`config.mk`:
```
export PLATFORM = sky130hd
export DESIGN_NAME = hdd_ctrl
export DESIGN_NICKNAME = d
export VERILOG_FILES = /design/src/rtl/hdd_pkg.sv /design/src/rtl/hdd_ctrl.sv
export SDC_FILE = /design/constraint.sdc
export NUM_CORES = 1
export LEC_CHECK = 0
export BUFFER_PORTS_ARGS = -buffer_cell sky130_fd_sc_hd__buf_2
export CAP_MARGIN = 15
export CORE_AREA = 2 2 39 41
export CTS_BUF_LIST = sky130_fd_sc_hd__clkbuf_2
export DETAILED_ROUTE_END_ITERATION = 8
export DIE_AREA = 0 0 41 43
export PLACE_DENSITY = 0.66
export SYNTH_ARGS = -nofsm -noshare
export SYNTH_HDL_FRONTEND = slang
export SYNTH_SLANG_ARGS = --single-unit
export TNS_END_PERCENT = 5
```
`constraint.sdc`:
```
create_clock -name i_clk -period 3.5 [get_ports i_clk]
set_clock_uncertainty 0.15 [all_clocks]
set_input_delay 0.35 -clock i_clk [delete_from_list [all_inputs] [get_ports i_clk]]
set_output_delay 0.35 -clock i_clk [all_outputs]
set_load 0.1 [all_outputs]
```
`src/rtl/hdd_pkg.sv`:
```
// Package with shared constants, register codes and control types of the duplicate detector.
`default_nettype none

package hdd_pkg;

    localparam int unsigned TABLE_BITS_DEF = 16;
    localparam int unsigned MIN_HASH_BITS  = 8;
    localparam int unsigned KEY_W          = 32;
    localparam int unsigned COUNT_W        = 17;
    localparam int unsigned EPOCH_BITS     = 8;
    localparam int unsigned HBITS_W        = 5;
    localparam int unsigned ADDR_W         = 3;
    localparam int unsigned DATA_W         = 32;

    localparam logic [KEY_W-1:0]   HASH_MULT   = 32'd3141592653;
    localparam logic [KEY_W-1:0]   KEY_MISSING = 32'h8000_0000;
    localparam logic [COUNT_W-1:0] COUNT_MAX   = {COUNT_W{1'b1}};

    localparam logic [HBITS_W-1:0] HASH_BITS_RST = 5'd16;
    localparam logic               KEEP_RST      = 1'b0;

    // Register index, taken from the word address of the configuration port.
    localparam logic REG_HASH_BITS = 1'b0;
    localparam logic REG_KEEP      = 1'b1;

    typedef struct packed {
        logic accept;
        logic clear_set;
        logic epoch_next;
        logic epoch_restart;
        logic clr_wr;
        logic load_home;
        logic probe_next;
        logic store;
        logic resolve;
        logic load_out;
    } t_cmd;

    typedef struct packed {
        logic slot_empty;
        logic slot_match;
        logic probe_last;
        logic clr_last;
        logic epoch_last;
        logic out_free;
    } t_stat;

endpackage

`default_nettype wire

```
`src/rtl/hdd_ctrl.sv`:
```
// Controller state machine that sequences clearing, hashing, probing and result beats.
`default_nettype none

module hdd_ctrl (
    input  wire logic          i_clk,
    input  wire logic          i_rst_n,
    input  wire logic          i_in_valid,
    input  wire logic          i_first,
    input  wire logic          i_keep_unique,
    output logic               o_in_ready,
    output hdd_pkg::t_cmd      o_cmd,
    input  wire hdd_pkg::t_stat i_stat
);

    typedef enum logic [2:0] {
        S_CLEAR,
        S_IDLE,
        S_HASH,
        S_READ,
        S_CMP,
        S_EMIT
    } t_state;

    t_state r_state;
    t_state n_state;
    logic   r_hold;
    logic   n_hold;
    logic   w_accept;

    assign o_in_ready = (r_state == S_IDLE);
    assign w_accept   = i_in_valid && o_in_ready;

    always_comb begin
        n_state = r_state;
        n_hold  = r_hold;
        o_cmd   = '0;
        unique case (r_state)
            S_CLEAR: begin
                o_cmd.clr_wr = 1'b1;
                if (i_stat.clr_last) begin
                    o_cmd.epoch_restart = 1'b1;
                    n_hold  = 1'b0;
                    n_state = r_hold ? S_HASH : S_IDLE;
                end
            end
            S_IDLE: begin
                if (w_accept) begin
                    o_cmd.accept    = 1'b1;
                    o_cmd.clear_set = i_first;
                    if (i_first && i_stat.epoch_last) begin
                        n_hold  = 1'b1;
                        n_state = S_CLEAR;
                    end else begin
                        o_cmd.epoch_next = i_first;
                        n_state = S_HASH;
                    end
                end
            end
            S_HASH: begin
                n_state = S_READ;
            end
            S_READ: begin
                o_cmd.load_home = 1'b1;
                n_state = S_CMP;
            end
            S_CMP: begin
                if (i_stat.slot_empty) begin
                    o_cmd.store   = 1'b1;
                    o_cmd.resolve = 1'b1;
                    n_state = S_EMIT;
                end else if (i_stat.slot_match) begin
                    o_cmd.resolve = 1'b1;
                    n_state = i_keep_unique ? S_IDLE : S_EMIT;
                end else if (i_stat.probe_last) begin
                    o_cmd.resolve = 1'b1;
                    n_state = S_EMIT;
                end else begin
                    o_cmd.probe_next = 1'b1;
                end
            end
            S_EMIT: begin
                if (i_stat.out_free) begin
                    o_cmd.load_out = 1'b1;
                    n_state = S_IDLE;
                end
            end
            default: begin
                n_state = S_IDLE;
            end
        endcase
    end

    always_ff @(posedge i_clk) begin
        if (!i_rst_n) begin
            r_state <= S_CLEAR;
            r_hold  <= 1'b0;
        end else begin
            r_state <= n_state;
            r_hold  <= n_hold;
        end
    end

endmodule

`default_nettype wire

```
==> flow_metrics.py, run 1 <==
metrics = {
    "global_routing": {
        "antenna_found_initial": 0,
        "overflow": 0,
        "grt_max_degree": 13,
        "grt_pass1_wl_um": 1420,
        "grt_usage_pct": 11.8,
        "grt_pass1_vias": 343,
    },
    "die": {
        "die-area_um2": 1760,
        "ios": 22,
        "start_util_pct": 26.9,
        "die-height_um": 43,
        "rows": 14,
        "core_um2": 1380,
        "die_x_um": 41,
    },
    "timing": {
        "rsz0062_at_grt": "false",
        "setup_violations": 0,
        "worst_pin_slew_ns": 0.586,
        "fmax_mhz": 439,
        "hold_slack_ns": 0.265,
        "fin_crit_ns": 2.28,
        "maxSlewViolCount": 0,
        "fin_ws_ns": 1.22,
        "max-slew-margin-rel_pct": 60.9,
        "final.period_utilization_pct": 65.1,
        "finalHoldViolCount": 0,
    },
    "clocking": {
        "cts_made_buffers": 3,
        "post_cts_resized": 0,
        "clk-insertion-delay-late_ns": 0.21,
        "cts_setup_buffers": 0,
        "clkSlewWorstSetupHoldPaths_ns": 0.04,
        "clock-sinks": 4,
        "cts_tree": "built",
        "clock-root-buffer": "clkbuf_2",
        "cts_buffer_depth": 2,
        "postCtsHoldBufs": 0,
        "htreeDepth": 1,
    },
    "synthesis": {
        "syn_nets": 54,
        "synth_cells": 43,
        "synth_compound_area_share_pct": 23.2,
        "synth_edf_count": 0,
        "avgSynthCellArea_um2": 8.64,
        "synth_area_um2": 372,
        "yosysWarnings": 0,
        "synth.distinct_cells": 29,
        "synthXorXnorAreaFrac_pct": 0,
        "synth_flop_cell": "dfxtp_1",
        "synthSimpleGateAreaFrac_pct": 45.1,
        "synth_top_family_by_area": "simple AND/OR/NAND/NOR gates",
        "yosys_register_bits": 4,
        "ys_seq_area_share_pct": 21.5,
        "muxShareOfSynthArea_pct": 0,
        "postSynth.asyncResetShare_pct": 0,
        "synthAdderAreaFrac_pct": 0,
    },
    "worst_setup_path": {
        "path_buf_inv": 1,
        "arrival_ns": 1.78,
        "path_max_fanout": 11,
        "cp.required_ns": 3.00,
        "crit_path_end_kind": "primary output",
        "max_stage_delay_ns": 0.56,
        "cp-start-kind": "flip-flop",
        "crit_type": "reg2out",
        "ff2ff_setup_slack_ns": 1.83,
        "cpMaxStageDelayCell": "dfxtp_1",
        "worstReg2RegEnd": "r_state[2]$_SDFFE_PN0P_",
        "crit_family": "simple AND/OR/NAND/NOR gates",
        "r2r_start": "r_state[2]$_SDFFE_PN0P_",
        "r2r_cells": 4,
        "path_cells": "nor3b_4, and3_1, nor2b_2, buf_2",
    },
    "hold_path": {
        "min_path_cells": 2,
        "hp-class": "in2reg",
        "whs_endpoint": "r_state[2]$_SDFFE_PN0P_",
        "worstHoldStart": "i_rst_n",
    },
    "run": {
        "cap_violations": 0,
    },
    "cells_and_area": {
        "diodes": 0,
        "area_delta_synth_final_pct": 33.3,
        "final_nets": 77,
        "post-route-util_pct": 35.8,
        "layoutNonFillerInstCount": 80,
        "nFillCells": 163,
        "drive_above_1_share_pct": 50.0,
    },
    "drt": {
        "drc": 0,
        "vias_per_cell": 4.65,
        "wl_um": 840,
        "drt-initial-drc-count": 5,
        "dr.pass1.iters": 2,
        "routedWlPerCell_um": 10.5,
        "ant_nets": 0,
        "num_vias": 372,
    },
    "place": {
        "gp_congestion": 0.666,
        "dp_hpwl_um": 663,
        "dp_slack_ns": 1.43,
        "dp.cells": 77,
        "io_buffers": 21,
    },
    "run_status": {
        "status": "finished, final reports clean",
    },
    "power_and_ir_drop": {
        "peakVddDrop_mv": 0.265,
        "power_per_cell_area_nw_per_um2": 967,
        "p_leak_nw": 0.248,
    },
}
[cell usage in the layout (no fill, tap or decap), types with 2 or more instances in the layout]
master / instances
dfxtp_1: 4
inv_1: 2
clkbuf_2: 3
nand2_1: 6
nor2_1: 3
nor3_2: 2
buf_2: 21
nor2b_1: 2
[worst max path at each step]
stage,from,endpoint,slack [ns],depth (start not counted)
2_1_floorplan,r_state[1]$_SDFFE_PN0P_,o_cmd[7],-0.24,4
3_3_place_gp,r_state[0]$_SDFFE_PN0P_,o_cmd[7],1.47,4
3_5_place_dp,r_state[0]$_SDFFE_PN0P_,o_cmd[7],1.43,4
4_1_cts,r_state[0]$_SDFFE_PN0P_,o_cmd[7],1.19,4
5_1_grt,r_state[0]$_SDFFE_PN0P_,o_cmd[7],1.00,4
6_report,r_state[0]$_SDFFE_PN0P_,o_cmd[7],1.22,4
[Yosys cell counts, types with 2 or more instances]
| master | n | area [um^2] |
|---|---|---|
| buf_6 | 2 | 22.5 |
| dfxtp_1 | 4 | 80.1 |
| inv_1 | 2 | 7.51 |
| nand2_1 | 6 | 22.5 |
| nor2_1 | 3 | 11.3 |
| nor2b_1 | 3 | 18.8 |
[cell families (layout without fill, tap and decap cells)]
logic type             Yosys count  after routing
AO/OA/AOI/OAI                    9              9
buffers and inverters            5             26
flip-flops                       4              4
AND/OR/NAND/NOR                 25             25
[through the flow]
| step | TNS (ns) | power [mW] | instance area, um^2 |
|---|---|---|---|
| floorplan | -0.237 | 0.413 | 385 |
| global placement | 0 | 0.438 | 480 |
| detailed placement | 0 | 0.440 | 480 |
| CTS | 0 | 0.485 | 495 |
| global route | 0 | 0.514 | 495 |
| finish | 0 | 0.479 | 495 |
[area by class of cell]
cell class / count / area (um^2) / area share (%)
multi-input cells: 34 / 268 / 54.0
repair buffers: 21 / 105 / 21.2
flip-flops and latches: 4 / 80.1 / 16.2
well taps: 16 / 20.0 / 4.04
clock buffers: 3 / 15.0 / 3.03
inverters: 2 / 7.51 / 1.52
[power by group]
group / internal, mW / switching (mW) / total (mW)
Combinational: 0.0779 / 0.257 / 0.335
Clock: 0.0230 / 0.0183 / 0.0413
Sequential: 0.0577 / 0.0448 / 0.103
[per-layer routing]
metal	vias to the layer above	share of wire, %	global-route usage [%]
met2	21	39	13.8
li1	198	-	-
met3	0	11	7.85
met5	-	0	0
met4	0	0	2.00
met1	153	50	17.9
[state kept, by name, summed over array words and instances (netlist names)]
register	count
r_state	3
r_hold	1
No activity file was read; power rests on OpenSTA's default activity.
==> inputs of run 2 (changes only) <==
- ABC_AREA: unset -> 1
- PLACE_DENSITY: 0.66 -> 0.69
- clock period: 3.5 -> 1.9 ns (I/O delays scaled with it)
==> run 2 against run 1 <==
Register-to-register slack got worse by 1.3 ns. Global-route usage barely moved. Synthesized cell count rose by 42%. Total power rose by 53%. Clock power rose by 93%. Setup slack got worse by 1.1 ns. Clock-buffer cell count did not move. Utilization rose by 4.9 points. Combinational power rose by 58%.
==> flow_metrics.py, run 2 <==
metrics = {
    "run_status": {
        "status": "finished, final reports clean",
    },
    "place": {
        "io_buffers": 21,
        "dp_hpwl_um": 744,
        "gp_congestion": 0.816,
    },
    "timing": {
        "maxSlewViolCount": 0,
        "rsz0062_at_grt": "false",
        "fmax_mhz": 575,
        "max-slew-margin-rel_pct": 67.8,
        "final.period_utilization_pct": 91.6,
        "finalHoldViolCount": 0,
        "fin_crit_ns": 1.74,
        "worst_pin_slew_ns": 0.486,
        "hold_slack_ns": 0.100,
        "setup_violations": 0,
    },
    "synthesis": {
        "synth.distinct_cells": 15,
        "synthSimpleGateAreaFrac_pct": 59.1,
        "yosysWarnings": 0,
        "syn_nets": 72,
        "avgSynthCellArea_um2": 6.11,
        "ys_seq_area_share_pct": 21.5,
        "synthAdderAreaFrac_pct": 0,
        "synth_area_um2": 373,
        "synth_edf_count": 0,
        "synth_flop_cell": "dfxtp_1",
        "synthTopCellsByArea": "dfxtp_1, nor2_4, inv_1, nor2_1, nand3_1",
        "synth_top_area_share_pct": 21.5,
        "synth_commonest_cells": "inv_1, nor2_1, nand3_1",
        "yosys_register_bits": 4,
        "synth_top_family_by_area": "simple AND/OR/NAND/NOR gates",
        "yosys.area.top_type": "dfxtp_1",
        "synthXorXnorAreaFrac_pct": 0,
        "muxShareOfSynthArea_pct": 0,
        "synth_cells": 61,
        "postSynth.asyncResetShare_pct": 0,
        "synth_compound_area_share_pct": 5.37,
    },
    "die": {
        "ios": 22,
        "die-height_um": 43,
        "die_x_um": 41,
        "rows": 14,
        "die-area_um2": 1760,
        "core_um2": 1380,
        "start_util_pct": 26.9,
    },
    "cells_and_area": {
        "area_delta_synth_final_pct": 51.0,
        "reg_top3": "r_state (3), r_hold (1)",
        "layout_common_cells": "buf_2, inv_1, nor2_1",
        "post-route-util_pct": 40.7,
        "diodes": 0,
        "mostFrequentLayoutCell": "buf_2",
        "drive_above_1_share_pct": 47.1,
        "seq_area_um2": 80.1,
        "nFillCells": 165,
        "final_nets": 98,
        "multi_input_area_um2": 258,
        "regMostFlops": "r_state",
        "largest_register_ffs": 3,
    },
    "worst_setup_path": {
        "cp.required_ns": 1.56,
        "crit_path_end_kind": "primary output",
        "arrival_ns": 1.40,
        "path_max_fanout": 5,
        "cp-start-kind": "flip-flop",
        "crit_type": "reg2out",
    },
    "power_and_ir_drop": {
        "power_frac_seq_pct": 17.1,
        "power_per_cell_area_nw_per_um2": 1310,
        "p_comb_share_pct": 72.0,
        "total_power_mw": 0.735,
        "p_int_mw": 0.250,
        "p_switching_mw": 0.485,
        "power_frac_clock_pct": 10.8,
        "p_leak_nw": 0.301,
        "switching_share_pct": 65.9,
        "peakVddDrop_mv": 0.389,
    },
    "drt": {
        "drc": 0,
        "routedWlPerCell_um": 8.50,
        "wl_um": 858,
        "dr.pass1.iters": 3,
        "ant_nets": 0,
        "vias_per_cell": 4.32,
        "num_vias": 436,
        "drt-initial-drc-count": 6,
    },
    "run": {
        "cap_violations": 0,
    },
    "clocking": {
        "clock-root-buffer": "clkbuf_2",
        "cts_tree": "built",
        "htreeDepth": 1,
        "cts_buffer_depth": 2,
        "cts_setup_buffers": 0,
        "clk-insertion-delay-late_ns": 0.21,
        "clock-sinks": 4,
        "clkSlewWorstSetupHoldPaths_ns": 0.05,
        "cts_made_buffers": 3,
    },
    "global_routing": {
        "grt_pass1_wl_um": 1440,
        "use_met1_pct": 15.2,
        "antenna_found_initial": 0,
        "top_usage_layer": "met2",
        "grt_usage_pct": 11.9,
        "overflow": 0,
        "met3_usage_pct": 3.14,
        "use_met2_pct": 17.5,
        "grt_pass1_vias": 366,
        "grt_max_degree": 6,
    },
    "hold_path": {
        "hp-class": "in2reg",
    },
}
[run 2: kinds of logic after synthesis]
kind of cell	Yosys count
and+or+nand+nor	39
AOI/OAI and AO/OA	4
buffers and inverters	14
DFF	4
[run 2: final timing paths]
kind,start,to,slack [ns],depth (start not counted)
worst max-delay path,r_state[0]$_SDFFE_PN0P_,o_cmd[1],0.16,4
worst min-delay path,i_rst_n,r_state[1]$_SDFFE_PN0P_,0.10,3
worst max register to register,r_state[2]$_SDFFE_PN0P_,r_state[0]$_SDFFE_PN0P_,0.58,7
worst min register to register,r_hold$_SDFFE_PN0P_,r_hold$_SDFFE_PN0P_,0.35,2
[run 2: area by class of cell]
class,count,share of cell area (%)
Multi-Input combinational cell,43,45.8
Sequential cell,4,14.2
Clock buffer,3,2.67
Tap cell,16,3.56
Inverter,14,9.33
Timing Repair Buffer,21,24.4
[run 2: metrics by stage]
| step | cell area, um^2 | std cells | setup slack, ns | TNS (ns) |
|---|---|---|---|---|
| 3_5_place_dp | 546 | 98 | 0.311 | 0 |
| 3_3_place_gp | 546 | 98 | 0.350 | 0 |
| 6_report | 563 | 101 | 0.160 | 0 |
| 2_1_floorplan | 390 | 61 | -0.469 | -2.29 |
| 5_1_grt | 563 | 101 | 0.0522 | 0 |
| 4_1_cts | 561 | 101 | 0.0741 | 0 |
[run 2: worst max-delay path, cell delays in order, from the launching register on]
cell and delay [ns]:
dfxtp_1 0.38, nor2_4 0.17, nand2_2 0.11, a21oi_2 0.11, buf_2 0.43
[run 2: routing by layer]
| metal | routed length [um] | vias to the layer above | part of all wire [%] |
|---|---|---|---|
| met2 | 416 | 13 | 48 |
| met5 | 0 | - | 0 |
| li1 | - | 238 | - |
| met3 | 56 | 0 | 6.5 |
| met1 | 385 | 185 | 45 |
| met4 | 0 | 0 | 0 |
[run 2: power groups by stage]
stage          Clock [mW]  Combinational, mW  Sequential (mW)
2_1_floorplan           0              0.449            0.123
3_3_place_gp            0              0.528            0.126
3_5_place_dp            0              0.531            0.127
4_1_cts            0.0826              0.532            0.126
5_1_grt            0.0855              0.565            0.129
6_report           0.0796              0.530            0.126
[run 2: timing repair]
action	in CTS	in global routing
setup endpoints to repair	0	1
hold buffers	0	0
gates resized for setup	0	1
